File: config.mk
export PLATFORM = sky130hd
export DESIGN_NAME = threshold_layer_compositor_flat
export DESIGN_NICKNAME = d
export VERILOG_FILES = /design/src/rtl/core/tlc_pkg.sv /design/src/rtl/core/tlc_layer_if.sv /design/src/rtl/core/tlc_pixel_if.sv /design/src/rtl/core/tlc_cfg_if.sv /design/src/rtl/core/tlc_front.sv /design/src/rtl/core/tlc_queue.sv /design/src/rtl/core/tlc_back.sv /design/src/rtl/core/threshold_layer_compositor.sv /design/src/flat_wrapper.sv
export VERILOG_INCLUDE_DIRS = /design/src /design/src/rtl/core
export SDC_FILE = /design/constraint.sdc
export NUM_CORES = 2
export LEC_CHECK = 0
export BUFFER_PORTS_ARGS = -buffer_cell sky130_fd_sc_hd__clkbuf_2
export CORE_AREA = 2 2 275 196
export CTS_CLUSTER_DIAMETER = 60
export CTS_CLUSTER_SIZE = 16
export DETAILED_ROUTE_END_ITERATION = 16
export DIE_AREA = 0 0 277 198
export HOLD_SLACK_MARGIN = 0.15
export PLACE_DENSITY_LB_ADDON = 0.08
export SYNTH_ARGS = -nofsm -noshare
export SYNTH_HDL_FRONTEND = slang
export SYNTH_SLANG_ARGS = --single-unit
File: constraint.sdc
create_clock -name clk -period 11.1 [get_ports clk]
set_clock_uncertainty 0.1 [all_clocks]
set_input_delay 0.555 -clock clk [delete_from_list [all_inputs] [get_ports clk]]
set_output_delay 0.555 -clock clk [all_outputs]
set_load 0.1 [all_outputs]
File: src/rtl/core/threshold_layer_compositor_macros.svh
// Assertion macros shared by the threshold layer compositor RTL.
`ifndef THRESHOLD_LAYER_COMPOSITOR_MACROS_SVH
`define THRESHOLD_LAYER_COMPOSITOR_MACROS_SVH

// Same-cycle implication, disabled during reset.
`define TLC_ASSERT_NOW(label, clk, rst, ante, cons) \
  label: assert property (@(posedge clk) disable iff (rst) (ante) |-> (cons)) \
    else $error("threshold_layer_compositor: same-cycle check failed");

// Next-cycle implication, disabled during reset.
`define TLC_ASSERT_NEXT(label, clk, rst, ante, cons) \
  label: assert property (@(posedge clk) disable iff (rst) (ante) |=> (cons)) \
    else $error("threshold_layer_compositor: next-cycle check failed");

`endif

File: src/rtl/core/tlc_pkg.sv
// Package with shared types and constants of the threshold layer compositor.
package tlc_pkg;

  localparam int unsigned VAL_BITS = 16;
  localparam int unsigned THR_BITS = 17;
  localparam int unsigned CFG_IDX_BITS = 1;
  localparam int unsigned CFG_DATA_BITS = 17;

  localparam logic [CFG_IDX_BITS-1:0] REG_THRESHOLD = 1'd0;
  localparam logic [CFG_IDX_BITS-1:0] REG_OUTPUT_MAX = 1'd1;

  localparam logic [THR_BITS-1:0] THRESHOLD_RESET = 17'd32768;
  localparam logic [VAL_BITS-1:0] OUTPUT_MAX_RESET = 16'd255;

  typedef struct packed {
    logic [VAL_BITS-1:0] sample;
    logic [VAL_BITS-1:0] layer_max;
    logic                use_max;
    logic                fallback;
    logic                frame_end;
  } job_t;

  typedef struct packed {
    logic full;
    logic empty;
  } q_status_t;

  typedef enum logic [1:0] {
    B_IDLE,
    B_DIV,
    B_OUT
  } back_state_t;

endpackage

File: src/rtl/core/tlc_layer_if.sv
// Channel interface that carries one layer sample word per handshake.
interface tlc_layer_if;
  import tlc_pkg::*;

  logic                valid;
  logic                ready;
  logic [VAL_BITS-1:0] sample;
  logic                present;
  logic [VAL_BITS-1:0] layer_max;
  logic                last_layer;
  logic                frame_end;

  modport source (output valid, sample, present, layer_max, last_layer, frame_end,
                  input ready);
  modport sink (input valid, sample, present, layer_max, last_layer, frame_end,
                output ready);
endinterface

File: src/rtl/core/tlc_pixel_if.sv
// Channel interface that carries one composited pixel word per handshake.
interface tlc_pixel_if;
  import tlc_pkg::*;

  logic                valid;
  logic                ready;
  logic [VAL_BITS-1:0] pixel_value;
  logic                from_fallback;
  logic                end_of_frame;

  modport source (output valid, pixel_value, from_fallback, end_of_frame, input ready);
  modport sink (input valid, pixel_value, from_fallback, end_of_frame, output ready);
endinterface

File: src/rtl/core/tlc_cfg_if.sv
// Register write channel interface of the threshold layer compositor.
interface tlc_cfg_if;
  import tlc_pkg::*;

  logic                     valid;
  logic                     ready;
  logic [CFG_IDX_BITS-1:0]  index;
  logic [CFG_DATA_BITS-1:0] data;

  modport source (output valid, index, data, input ready);
  modport sink (input valid, index, data, output ready);
endinterface

File: src/rtl/core/tlc_front.sv
// Front end: accepts layer words, runs the threshold test and queues one job per pixel.
module tlc_front #(
  parameter int unsigned SAMPLE_BITS = 16
) (
  input  logic                                clk,
  input  logic                                rst,
  input  logic [tlc_pkg::THR_BITS-1:0]        threshold_q16,
  input  tlc_pkg::q_status_t                  q_status,
  output logic                                push,
  output tlc_pkg::job_t                       push_job,
  tlc_layer_if.sink                           layers
);
  import tlc_pkg::*;

  localparam logic [VAL_BITS:0] MASK_WIDE = (17'd1 << SAMPLE_BITS) - 17'd1;
  localparam logic [VAL_BITS-1:0] SAMPLE_MASK = MASK_WIDE[VAL_BITS-1:0];

  logic                decided;
  logic [VAL_BITS-1:0] held_sample;
  logic [VAL_BITS-1:0] held_max;

  logic                accept;
  logic [VAL_BITS-1:0] s_eff;
  logic [32:0]         lhs;
  logic [32:0]         rhs;
  logic                takes;

  assign layers.ready = !q_status.full;
  assign accept = layers.valid && layers.ready;
  assign s_eff = layers.sample & SAMPLE_MASK;
  assign lhs = {1'b0, s_eff, 16'b0};
  assign rhs = 33'(threshold_q16) * 33'(layers.layer_max);
  assign takes = !decided && layers.present && (lhs < rhs);

  always_comb begin
    push = accept && layers.last_layer;
    push_job.frame_end = layers.frame_end;
    if (decided) begin
      push_job.sample = held_sample;
      push_job.layer_max = held_max;
      push_job.use_max = 1'b0;
      push_job.fallback = 1'b0;
    end else if (takes) begin
      push_job.sample = s_eff;
      push_job.layer_max = layers.layer_max;
      push_job.use_max = 1'b0;
      push_job.fallback = 1'b0;
    end else begin
      push_job.sample = s_eff;
      push_job.layer_max = layers.layer_max;
      push_job.use_max = !layers.present;
      push_job.fallback = 1'b1;
    end
  end

  always_ff @(posedge clk) begin
    if (rst) begin
      decided <= 1'b0;
    end else if (accept) begin
      if (layers.last_layer) begin
        decided <= 1'b0;
      end else if (takes) begin
        decided <= 1'b1;
      end
    end
  end

  always_ff @(posedge clk) begin
    if (accept && takes) begin
      held_sample <= s_eff;
      held_max <= layers.layer_max;
    end
  end

endmodule

File: src/rtl/core/tlc_queue.sv
// Small job queue between the front end and the scaling back end.
module tlc_queue #(
  parameter int unsigned DEPTH = 4
) (
  input  logic               clk,
  input  logic               rst,
  input  logic               push,
  input  tlc_pkg::job_t      push_job,
  input  logic               pop,
  output tlc_pkg::job_t      pop_job,
  output tlc_pkg::q_status_t status
);
  import tlc_pkg::*;

  localparam int unsigned PTR_BITS = (DEPTH > 1) ? $clog2(DEPTH) : 1;
  localparam int unsigned CNT_BITS = $clog2(DEPTH + 1);
  localparam logic [PTR_BITS-1:0] LAST_PTR = PTR_BITS'(DEPTH - 1);
  localparam logic [CNT_BITS-1:0] FULL_CNT = CNT_BITS'(DEPTH);

  job_t                entries [DEPTH];
  logic [PTR_BITS-1:0] wr_ptr;
  logic [PTR_BITS-1:0] rd_ptr;
  logic [CNT_BITS-1:0] count;

  assign status.full = (count == FULL_CNT);
  assign status.empty = (count == '0);
  assign pop_job = entries[rd_ptr];

  always_ff @(posedge clk) begin
    if (rst) begin
      wr_ptr <= '0;
      rd_ptr <= '0;
      count <= '0;
    end else begin
      if (push) begin
        wr_ptr <= (wr_ptr == LAST_PTR) ? '0 : wr_ptr + 1'b1;
      end
      if (pop) begin
        rd_ptr <= (rd_ptr == LAST_PTR) ? '0 : rd_ptr + 1'b1;
      end
      if (push && !pop) begin
        count <= count + 1'b1;
      end else if (pop && !push) begin
        count <= count - 1'b1;
      end
    end
  end

  always_ff @(posedge clk) begin
    if (push) begin
      entries[wr_ptr] <= push_job;
    end
  end

endmodule

File: src/rtl/core/tlc_back.sv
// Back end: bit-serial divide scales the deciding sample, else output_max; holds result.
module tlc_back (
  input  logic                         clk,
  input  logic                         rst,
  input  logic [tlc_pkg::VAL_BITS-1:0] output_max,
  input  tlc_pkg::q_status_t           q_status,
  input  tlc_pkg::job_t                job,
  output logic                         pop,
  tlc_pixel_if.source                  pixels
);
  import tlc_pkg::*;

  localparam int unsigned STEP_BITS = $clog2(VAL_BITS);
  localparam logic [STEP_BITS-1:0] LAST_STEP = STEP_BITS'(VAL_BITS - 1);

  back_state_t         state;
  back_state_t         state_next;

  logic [VAL_BITS-1:0]  divisor;
  logic [VAL_BITS-1:0]  rem;
  logic [VAL_BITS-1:0]  low_bits;
  logic [VAL_BITS-1:0]  quo;
  logic [STEP_BITS-1:0] step;
  logic [VAL_BITS-1:0]  value;
  logic                 fallback;
  logic                 fend;

  logic                   direct;
  logic [2*VAL_BITS-1:0]  product;
  logic [VAL_BITS:0]      trial;
  logic                   qbit;
  logic [VAL_BITS:0]      trial_diff;

  assign direct = job.use_max || (job.layer_max == '0) || (job.sample >= job.layer_max);
  assign product = (2*VAL_BITS)'(output_max) * (2*VAL_BITS)'(job.sample);
  assign trial = {rem, low_bits[VAL_BITS-1]};
  assign qbit = (trial >= {1'b0, divisor});
  assign trial_diff = trial - {1'b0, divisor};

  assign pixels.valid = (state == B_OUT);
  assign pixels.pixel_value = value;
  assign pixels.from_fallback = fallback;
  assign pixels.end_of_frame = fend;

  always_ff @(posedge clk) begin
    if (rst) begin
      state <= B_IDLE;
    end else begin
      state <= state_next;
    end
  end

  always_comb begin
    state_next = state;
    pop = 1'b0;
    case (state)
      B_IDLE: begin
        if (!q_status.empty) begin
          pop = 1'b1;
          state_next = direct ? B_OUT : B_DIV;
        end
      end
      B_DIV: begin
        if (step == LAST_STEP) begin
          state_next = B_OUT;
        end
      end
      B_OUT: begin
        if (pixels.ready) begin
          state_next = B_IDLE;
        end
      end
      default: begin
        state_next = B_IDLE;
      end
    endcase
  end

  always_ff @(posedge clk) begin
    case (state)
      B_IDLE: begin
        fallback <= job.fallback;
        fend <= job.frame_end;
        divisor <= job.layer_max;
        rem <= product[2*VAL_BITS-1:VAL_BITS];
        low_bits <= product[VAL_BITS-1:0];
        step <= '0;
        value <= output_max;
      end
      B_DIV: begin
        rem <= qbit ? trial_diff[VAL_BITS-1:0] : trial[VAL_BITS-1:0];
        low_bits <= {low_bits[VAL_BITS-2:0], 1'b0};
        quo <= {quo[VAL_BITS-2:0], qbit};
        step <= step + 1'b1;
        if (step == LAST_STEP) begin
          value <= {quo[VAL_BITS-2:0], qbit};
        end
      end
      default: begin
      end
    endcase
  end

endmodule

File: src/rtl/core/threshold_layer_compositor.sv
// Top level of the threshold layer compositor: registers, front end, queue and back end.
// Layer words are taken at one per cycle while the job queue has room.
// A pixel whose value needs scaling passes the back end's load, its serial divider (one quotient
// bit per step) and output; other pixels go from load straight to output.
// Synchronous reset clears the queue, the pixel state and sets both registers to defaults.
`include "threshold_layer_compositor_macros.svh"

module threshold_layer_compositor #(
  parameter int unsigned SAMPLE_BITS = 16,
  parameter int unsigned QUEUE_DEPTH = 4
) (
  input logic        clk,
  input logic        rst,
  tlc_layer_if.sink  layers,
  tlc_pixel_if.source pixels,
  tlc_cfg_if.sink    cfg
);
  import tlc_pkg::*;

  logic [THR_BITS-1:0] threshold_q16;
  logic [VAL_BITS-1:0] output_max;

  q_status_t q_status;
  logic      q_push;
  logic      q_pop;
  job_t      push_job;
  job_t      pop_job;

  assign cfg.ready = 1'b1;

  always_ff @(posedge clk) begin
    if (rst) begin
      threshold_q16 <= THRESHOLD_RESET;
      output_max <= OUTPUT_MAX_RESET;
    end else if (cfg.valid && cfg.ready) begin
      case (cfg.index)
        REG_THRESHOLD: threshold_q16 <= cfg.data;
        REG_OUTPUT_MAX: output_max <= cfg.data[VAL_BITS-1:0];
        default: begin
        end
      endcase
    end
  end

  tlc_front #(
    .SAMPLE_BITS(SAMPLE_BITS)
  ) u_front (
    .clk           (clk),
    .rst           (rst),
    .threshold_q16 (threshold_q16),
    .q_status      (q_status),
    .push          (q_push),
    .push_job      (push_job),
    .layers        (layers)
  );

  tlc_queue #(
    .DEPTH(QUEUE_DEPTH)
  ) u_queue (
    .clk      (clk),
    .rst      (rst),
    .push     (q_push),
    .push_job (push_job),
    .pop      (q_pop),
    .pop_job  (pop_job),
    .status   (q_status)
  );

  tlc_back u_back (
    .clk        (clk),
    .rst        (rst),
    .output_max (output_max),
    .q_status   (q_status),
    .job        (pop_job),
    .pop        (q_pop),
    .pixels     (pixels)
  );

  `TLC_ASSERT_NOW(a_value_saturated, clk, rst, pixels.valid, pixels.pixel_value <= output_max)
  `TLC_ASSERT_NOW(a_pop_not_empty, clk, rst, q_pop, !q_status.empty)
  `TLC_ASSERT_NOW(a_push_not_full, clk, rst, q_push, !q_status.full)
  `TLC_ASSERT_NEXT(a_push_fills, clk, rst, q_push && !q_pop, !q_status.empty)

endmodule

File: src/flat_wrapper.sv
// flat-port wrapper written by rule: the top's interface ports become plain ports
module threshold_layer_compositor_flat import tlc_pkg::*;
#(
  parameter int unsigned SAMPLE_BITS = 16,
  parameter int unsigned QUEUE_DEPTH = 4
)
  (clk, rst, layers_valid, layers_sample, layers_present, layers_layer_max, layers_last_layer, layers_frame_end, layers_ready, pixels_valid, pixels_pixel_value, pixels_from_fallback, pixels_end_of_frame, pixels_ready, cfg_valid, cfg_index, cfg_data, cfg_ready);
  tlc_layer_if layers_i ();
  tlc_pixel_if pixels_i ();
  tlc_cfg_if cfg_i ();
  input logic clk;
  input logic rst;
  input wire logic [$bits(layers_i.valid)-1:0] layers_valid;
  input wire logic [$bits(layers_i.sample)-1:0] layers_sample;
  input wire logic [$bits(layers_i.present)-1:0] layers_present;
  input wire logic [$bits(layers_i.layer_max)-1:0] layers_layer_max;
  input wire logic [$bits(layers_i.last_layer)-1:0] layers_last_layer;
  input wire logic [$bits(layers_i.frame_end)-1:0] layers_frame_end;
  output wire logic [$bits(layers_i.ready)-1:0] layers_ready;
  output wire logic [$bits(pixels_i.valid)-1:0] pixels_valid;
  output wire logic [$bits(pixels_i.pixel_value)-1:0] pixels_pixel_value;
  output wire logic [$bits(pixels_i.from_fallback)-1:0] pixels_from_fallback;
  output wire logic [$bits(pixels_i.end_of_frame)-1:0] pixels_end_of_frame;
  input wire logic [$bits(pixels_i.ready)-1:0] pixels_ready;
  input wire logic [$bits(cfg_i.valid)-1:0] cfg_valid;
  input wire logic [$bits(cfg_i.index)-1:0] cfg_index;
  input wire logic [$bits(cfg_i.data)-1:0] cfg_data;
  output wire logic [$bits(cfg_i.ready)-1:0] cfg_ready;
  assign layers_i.valid = layers_valid;
  assign layers_i.sample = layers_sample;
  assign layers_i.present = layers_present;
  assign layers_i.layer_max = layers_layer_max;
  assign layers_i.last_layer = layers_last_layer;
  assign layers_i.frame_end = layers_frame_end;
  assign layers_ready = layers_i.ready;
  assign pixels_valid = pixels_i.valid;
  assign pixels_pixel_value = pixels_i.pixel_value;
  assign pixels_from_fallback = pixels_i.from_fallback;
  assign pixels_end_of_frame = pixels_i.end_of_frame;
  assign pixels_i.ready = pixels_ready;
  assign cfg_i.valid = cfg_valid;
  assign cfg_i.index = cfg_index;
  assign cfg_i.data = cfg_data;
  assign cfg_ready = cfg_i.ready;
  threshold_layer_compositor #(.SAMPLE_BITS(SAMPLE_BITS), .QUEUE_DEPTH(QUEUE_DEPTH)) u_core (.clk(clk), .rst(rst), .layers(layers_i), .pixels(pixels_i), .cfg(cfg_i));
endmodule
After elaboration in Yosys (flattened, before gate mapping)
Memory sizes are Yosys's and may differ from the RTL's. A register that Yosys moved wholly into a read port is not among the register bits.
Cells that the tools add are included.
- flip-flop bits (word level): 160
- RAM bits: 140
- input port bits: 58
- word-level logic and storage cells: 89
- memories kept: 1
- $add $sub $neg: 6
- multiply operators: 2
- order comparisons: 3
- eq/ne operators: 9
- mux-type cells: 25
- bitwise operators: 1
- reductions and logical operators: 25
- memories (memory ; words ; bits a word ; rd ports ; clocked after memory_dff ; write ports ; RTL line ; RTL):
    u_core.u_queue.entries ; 4 ; 35 ; 1 ; 1 ; 1 ; tlc_queue.sv:20 ; job_t entries [DEPTH];
- operators with widths (operator ; count):
    $pmux 16 s2 ; 3
    $mux 34 ; 1
    $lt 32x33->1 ; 1
    $mul 17x16->33 ; 1
    $mul 16x16->32 ; 1
    $mux 16 ; 2
    $mux 2 ; 9
    $ge 17x16->1 ; 1
    $ge 16x16->1 ; 1
    $logic_not 16->1 ; 1
    $sub 16x16->16 ; 1
    $pmux 4 s2 ; 1
    $reduce_and 2->1 ; 4
    $logic_and 1x1->1 ; 7
    $eq 2x2->1 const B ; 3
    $mux 1 ; 6
    $mux 3 ; 2
    $pmux 2 s3 ; 1
    $reduce_bool 2->1 ; 3
    $logic_not 1->1 ; 5
    $add 2x1->2 const B ; 2
    $add 4x1->4 const B ; 1
    $eq 4x4->1 const B ; 1
    $ne 2x2->1 const B ; 2
    10 further kinds ; 11

Logic depth before layout (Yosys ltp)
- depth in word-level cells: 8
- depth in mapped cells: 33
- gate-level depth less buffers: 31

By module
A second synthesis with hierarchy kept.
- cells, all modules: 2916
- area total of the unflattened synthesis: 30754.5 µm²
- by module, submodules not included (module ; times used ; cells an instance ; area each (µm²) ; sequential area each (µm²)):
    tlc_back ; 1 ; 1382 ; 13010.0 ; 2592.5
    tlc_front ; 1 ; 1172 ; 10812.9 ; 980.9
    tlc_queue ; 1 ; 227 ; 5542.8 ; 4384.2
    threshold_layer_compositor ; 1 ; 135 ; 1388.8 ; 660.6

Least setup slack after synthesis
OpenSTA, ideal clock, no wires.
- path type: input to register
- start point: input port layers_layer_max[1]
- end point: register u_core.u_front.held_max[0], enable pin
- arrival: 9.964 ns
- data required time: 10.532 ns
- setup slack: 0.568 ns
- cell stages on the path: 30
- cells stage by stage: clkbuf_1 -> clkbuf_1 -> nand2_1 -> fa_1 -> fa_1 -> fa_1 -> inv_1 -> fa_1 -> fa_1 -> inv_1 -> fa_1 -> inv_1 -> ha_1 -> and2_1 -> a221o_1 -> a211oi_1 -> o31a_1 -> nor3b_1 -> or3_1 -> a21oi_1 -> xnor2_1 -> ha_1 -> a21o_1 -> a211o_1 -> a21oi_1 -> o311a_1 -> nand2b_1 -> o21ai_0 -> a211oi_2 -> nor3b_1
- cells in the longest elaborated chain, start to end: 4
- RTL lines (element ; RTL line ; RTL):
    start: declaration ; flat_wrapper.sv:16 ; input wire logic [$bits(layers_i.layer_max)-1:0] layers_layer_max;
    $mul 17x16->33 ; tlc_front.sv:32 ; assign rhs = 33'(threshold_q16) * 33'(layers.layer_max);
    $lt 32x33->1 ; tlc_front.sv:33 ; assign takes = !decided && layers.present && (lhs < rhs);
    $logic_and 1x1->1 ; tlc_front.sv:33 ;
    $logic_and 1x1->1 ; tlc_front.sv:69 ; if (accept && takes) begin
    end signal: assignment ; tlc_front.sv:71 ; held_max <= layers.layer_max;
    end: declaration ; tlc_front.sv:20 ; logic [VAL_BITS-1:0] held_max;
Every way passes these cells.
A chain may end at the register's enable or synchronous reset.

Worst setup path after layout
- start point: register u_core.threshold_q16[6]
- end point: register u_core.u_front.held_max[10], enable pin
- cells in the longest elaborated chain, start to end: 4
- RTL lines (element ; RTL line ; RTL):
    start: declaration ; threshold_layer_compositor.sv:20 ; logic [THR_BITS-1:0] threshold_q16;
    start signal: assignment ; threshold_layer_compositor.sv:37 ; REG_THRESHOLD: threshold_q16 <= cfg.data;
    $mul 17x16->33 ; tlc_front.sv:32 ;
    $lt 32x33->1 ; tlc_front.sv:33 ;
    $logic_and 1x1->1 ; tlc_front.sv:33 ;
    $logic_and 1x1->1 ; tlc_front.sv:69 ;
Every way passes these cells.

==> results.md <==
* CP bufs+invs at 6
* Fill cells at 4356
* Syn Area/Cell at just over 10 µm²
* GP Congestion at between 0.9 and 1
* CP Launch Type: register
* Flop and latch count out of synthesis at just over 300
* Synth cell count leaders: inv_1 (513), nand2_1 (510), fa_1 (404), ha_1 (264), edfxtp_1 (257)
* Post-layout util at around 62%
* First-pass GRT wire length at ~130000 µm
* R2r worst-path depth at 31
* Detail Placement HPWL at 60410 µm
* Met2 routed WL at roughly 34000 µm
* Cells after Synth at a little under 3000
* Period minus WS final at roughly 9 ns
* Port bufs at 77
* WS Path Type: reg2reg
* Area of the die at roughly 55000 µm²
* Longest Clk Path Bufs at 3
* CP Data Required Time at 11.25 ns
* Hold Crit Depth at 4
* Diode count at 0
* Post-synth EDFFs at 257
* Setup violators final at 0
* CP max-delay cell: dfxtp_1
* Initial DRC count at roughly 2100
* Synthesized net count at between 3000 and 4000
* Crit Path Max Fanout at 17
* CP endpoint kind: register
* FF-to-FF setup slack at 1.85 ns
* Area leader, netlist: fa_1
* Worst endpoint data arrival time at 9.40 ns
* Reg-to-reg endpoint: u_core.u_front.held_max[10]$_DFFE_PP_
* Top delay family on crit path: adder cells
* Final max-slew violation count at 0
* Nets at between 3000 and 4000
* Vias in the first global route at ~22000
* Largest net degree at the start of global routing at 66
* CTS clk-pin slew, worst paths at approximately 0.070 ns
* Clock sink total at approximately 300
* Status: completed
* Min-Delay Path Class: in2reg
* Top cell type's share of synthesized area at a little over a quarter
* Core area at between 50000 and 60000 µm²
* # DRC at 0
* CTS H-tree depth at 1
* Via Count at ~21000
* Drt pass-1 iters at 5
* Period Utilization, post-route at about 83%
* Gr ovfl total at 0
* Share of cells above drive strength 1 at between 7 and 8%
* Register area share after synthesis at 28.26%
* Floorplan die height at between 150 and 200 µm
* Worst-Skew Late Latency at just under 0.6 ns
* Worst r2r src: u_core.threshold_q16[6]$_SDFFE_PP0P_
* RSZ-0062 raised after global routing: no
* Total GRT Usage at a little under a third
* Area of the multi-input gates at 19480 µm²
* # IOs at 79
* Top_reg_cell synth: edfxtp_1
* Initial Utilization at 58.00%
* Cell Area, Synth at between 30000 and 40000 µm²
* Rows at 71
* Register area at 8620 µm²
* Synth unique cells at just under 80
* Hold Crit Endpoint: u_core.u_queue.wr_ptr[0]$_SDFFE_PP0P_
* Max cap viols at 0
* TritonCTS clock tree: done
* Wire per inst at 21.56 µm
* DR top layer: met4
* DR vias/cell at between 5 and 6
* Post-CTS setup buffer count at 0
* Post-placement setup slack at approximately 2.0 ns
* Most frequent cell after synthesis: inv_1
* Wire length on met1 at ~37000 µm
* Final WS setup at about 1.9 ns
* Slowest stage delay, CP at approximately 1.0 ns
* Initial antenna violation count at 2
* Area Growth Syn to Fin at 7.056%
* CP most frequent cell: fa_1
* Worst-margin pin slew at approximately 1.1 ns
* Max_slew headroom at 25.48%
* WL met3 at about 7500 µm
* Post-Route WL at about 80000 µm
* Synth warn at 0
* Highest clock rate at 108.2 MHz
* Area contributors post-synth: fa_1 (27%), edfxtp_1 (25%), ha_1 (11%)
* Post-cts repair resize count at 0
* Async S/R FF share, synth at 0%
* CTS Buf Count at 27
* Chip Width at 277 µm
* Root Buffer: clkbuf_16
* Endpoints failing hold at 0
* HP Start: layers_last_layer
* TNS Setup at 0 ns
* Post-route ant nets at 0
[per-stage QoR]
step | hold slack [ns] | std cells | instance area (µm²)
5_1_grt | 0.2279 | 3712 | 32650
2_1_floorplan | 0.3262 | 2960 | 30500
6_report | 0.2229 | 3712 | 32650
4_1_cts | 0.2036 | 3712 | 32650
3_3_place_gp | 0.3275 | 3628 | 31450
3_5_place_dp | 0.3335 | 3628 | 31450
[worst max path at each step]
| stage | to | startpoint | cells after the start | slack, ns |
|---|---|---|---|---|
| 2_1_floorplan | u_core.u_front.held_max[0]$_DFFE_PP_ | layers_layer_max[1] | 30 | 0.57 |
| 3_3_place_gp | u_core.u_front.held_max[10]$_DFFE_PP_ | layers_layer_max[7] | 31 | 2.16 |
| 3_5_place_dp | u_core.u_front.held_max[10]$_DFFE_PP_ | layers_layer_max[1] | 30 | 2.00 |
| 4_1_cts | u_core.u_front.held_max[11]$_DFFE_PP_ | u_core.threshold_q16[12]$_SDFFE_PP0P_ | 29 | 2.03 |
| 5_1_grt | u_core.u_front.held_max[11]$_DFFE_PP_ | u_core.threshold_q16[6]$_SDFFE_PP0P_ | 31 | 1.52 |
| 6_report | u_core.u_front.held_max[10]$_DFFE_PP_ | u_core.threshold_q16[6]$_SDFFE_PP0P_ | 31 | 1.85 |
[cells by family (layout without fill, tap and decap cells)]
group | Yosys count | after routing | synth area share [%]
multiplexers | 91 | 91 | 4.533
AND/OR/NAND/NOR | 914 | 914 | 14.04
adder cells (fa/ha/maj) | 668 | 668 | 37.35
XOR/XNOR | 61 | 61 | 1.752
flip-flops | 302 | 302 | 28.26
AO/OA/AOI/OAI | 285 | 285 | 6.162
buffers and inverters | 638 | 697 | 7.897
other | 1 | 1 | 0.01229
[tightest hold or removal path: cells and delay by family]
family          cells  cell delay, ns
buf+inv             1            0.08
simple gates        2            0.16
compound gates      1            0.08
[layout make-up]
cell class                      instances  area share [%]
Clock buffer                           42           2.272
Clock inverter                          8          0.3564
Inverter                              513           5.897
Multi-Input combinational cell       2020           59.67
Sequential cell                       302           26.40
Tap cell                              693           2.655
Timing Repair Buffer                  134           2.751
[per-layer routing]
metal	vias up	track usage, %
li1	9594	-
met1	10760	45.04
met2	829	46.12
met3	111	7.233
met4	0	5.556
met5	-	0
[state kept, by name (all words and copies together), names as in the netlist, 2 cells and up, named ones only]
| signal | count |
|---|---|
| u_core.u_back.divisor | 16 |
| u_core.u_back.quo | 15 |
| u_core.u_front.held_max | 16 |
| u_core.u_back.state | 2 |
| u_core.u_queue.rd_ptr | 2 |
| u_core.u_back.low_bits | 16 |
| u_core.u_back.step | 4 |
| u_core.u_back.pixels.pixel_value | 16 |
| u_core.u_queue.count | 3 |
| u_core.u_back.rem | 16 |
| u_core.threshold_q16 | 17 |
| u_core.output_max | 16 |
| u_core.u_queue.wr_ptr | 2 |
| u_core.u_front.held_sample | 16 |
| u_core.u_queue.entries | 140 |
[timing repair]
action / 4_1_cts / 5_1_grt
endpoints found under the setup margin: 0 / 0
endpoints found under the hold margin: 51 / 0
hold buffers: 34 / 0
[layout by cell type, fill, tap and decap left out, types with 5 or more instances in the layout]
cell type / n
a2111oi_0: 6
fa_1: 404
clkbuf_16: 27
inv_1: 512
o211ai_1: 8
dfxtp_1: 44
mux2_2: 37
nand2b_1: 10
nand3b_1: 13
nor4_1: 5
o2111ai_1: 5
nand4_1: 13
and4_1: 5
nand3_1: 24
edfxtp_1: 257
clkbuf_2: 77
nor2_1: 67
a21oi_1: 110
nand2_1: 510
nor2b_1: 7
ha_1: 264
a21o_1: 31
and2_1: 212
xnor2_1: 34
mux4_2: 34
dlygate4sd3_1: 34
o21ai_0: 46
or3_1: 7
buf_4: 23
mux2i_1: 20
a211oi_1: 8
o21a_1: 8
a31oi_1: 7
a211o_1: 6
clkbuf_1: 14
o21bai_1: 5
xor2_1: 27
nor3_1: 15
Power is left out: the tool's default activity adds up to more than one toggle a clock period on the data nets, which glitch-free logic cannot reach.
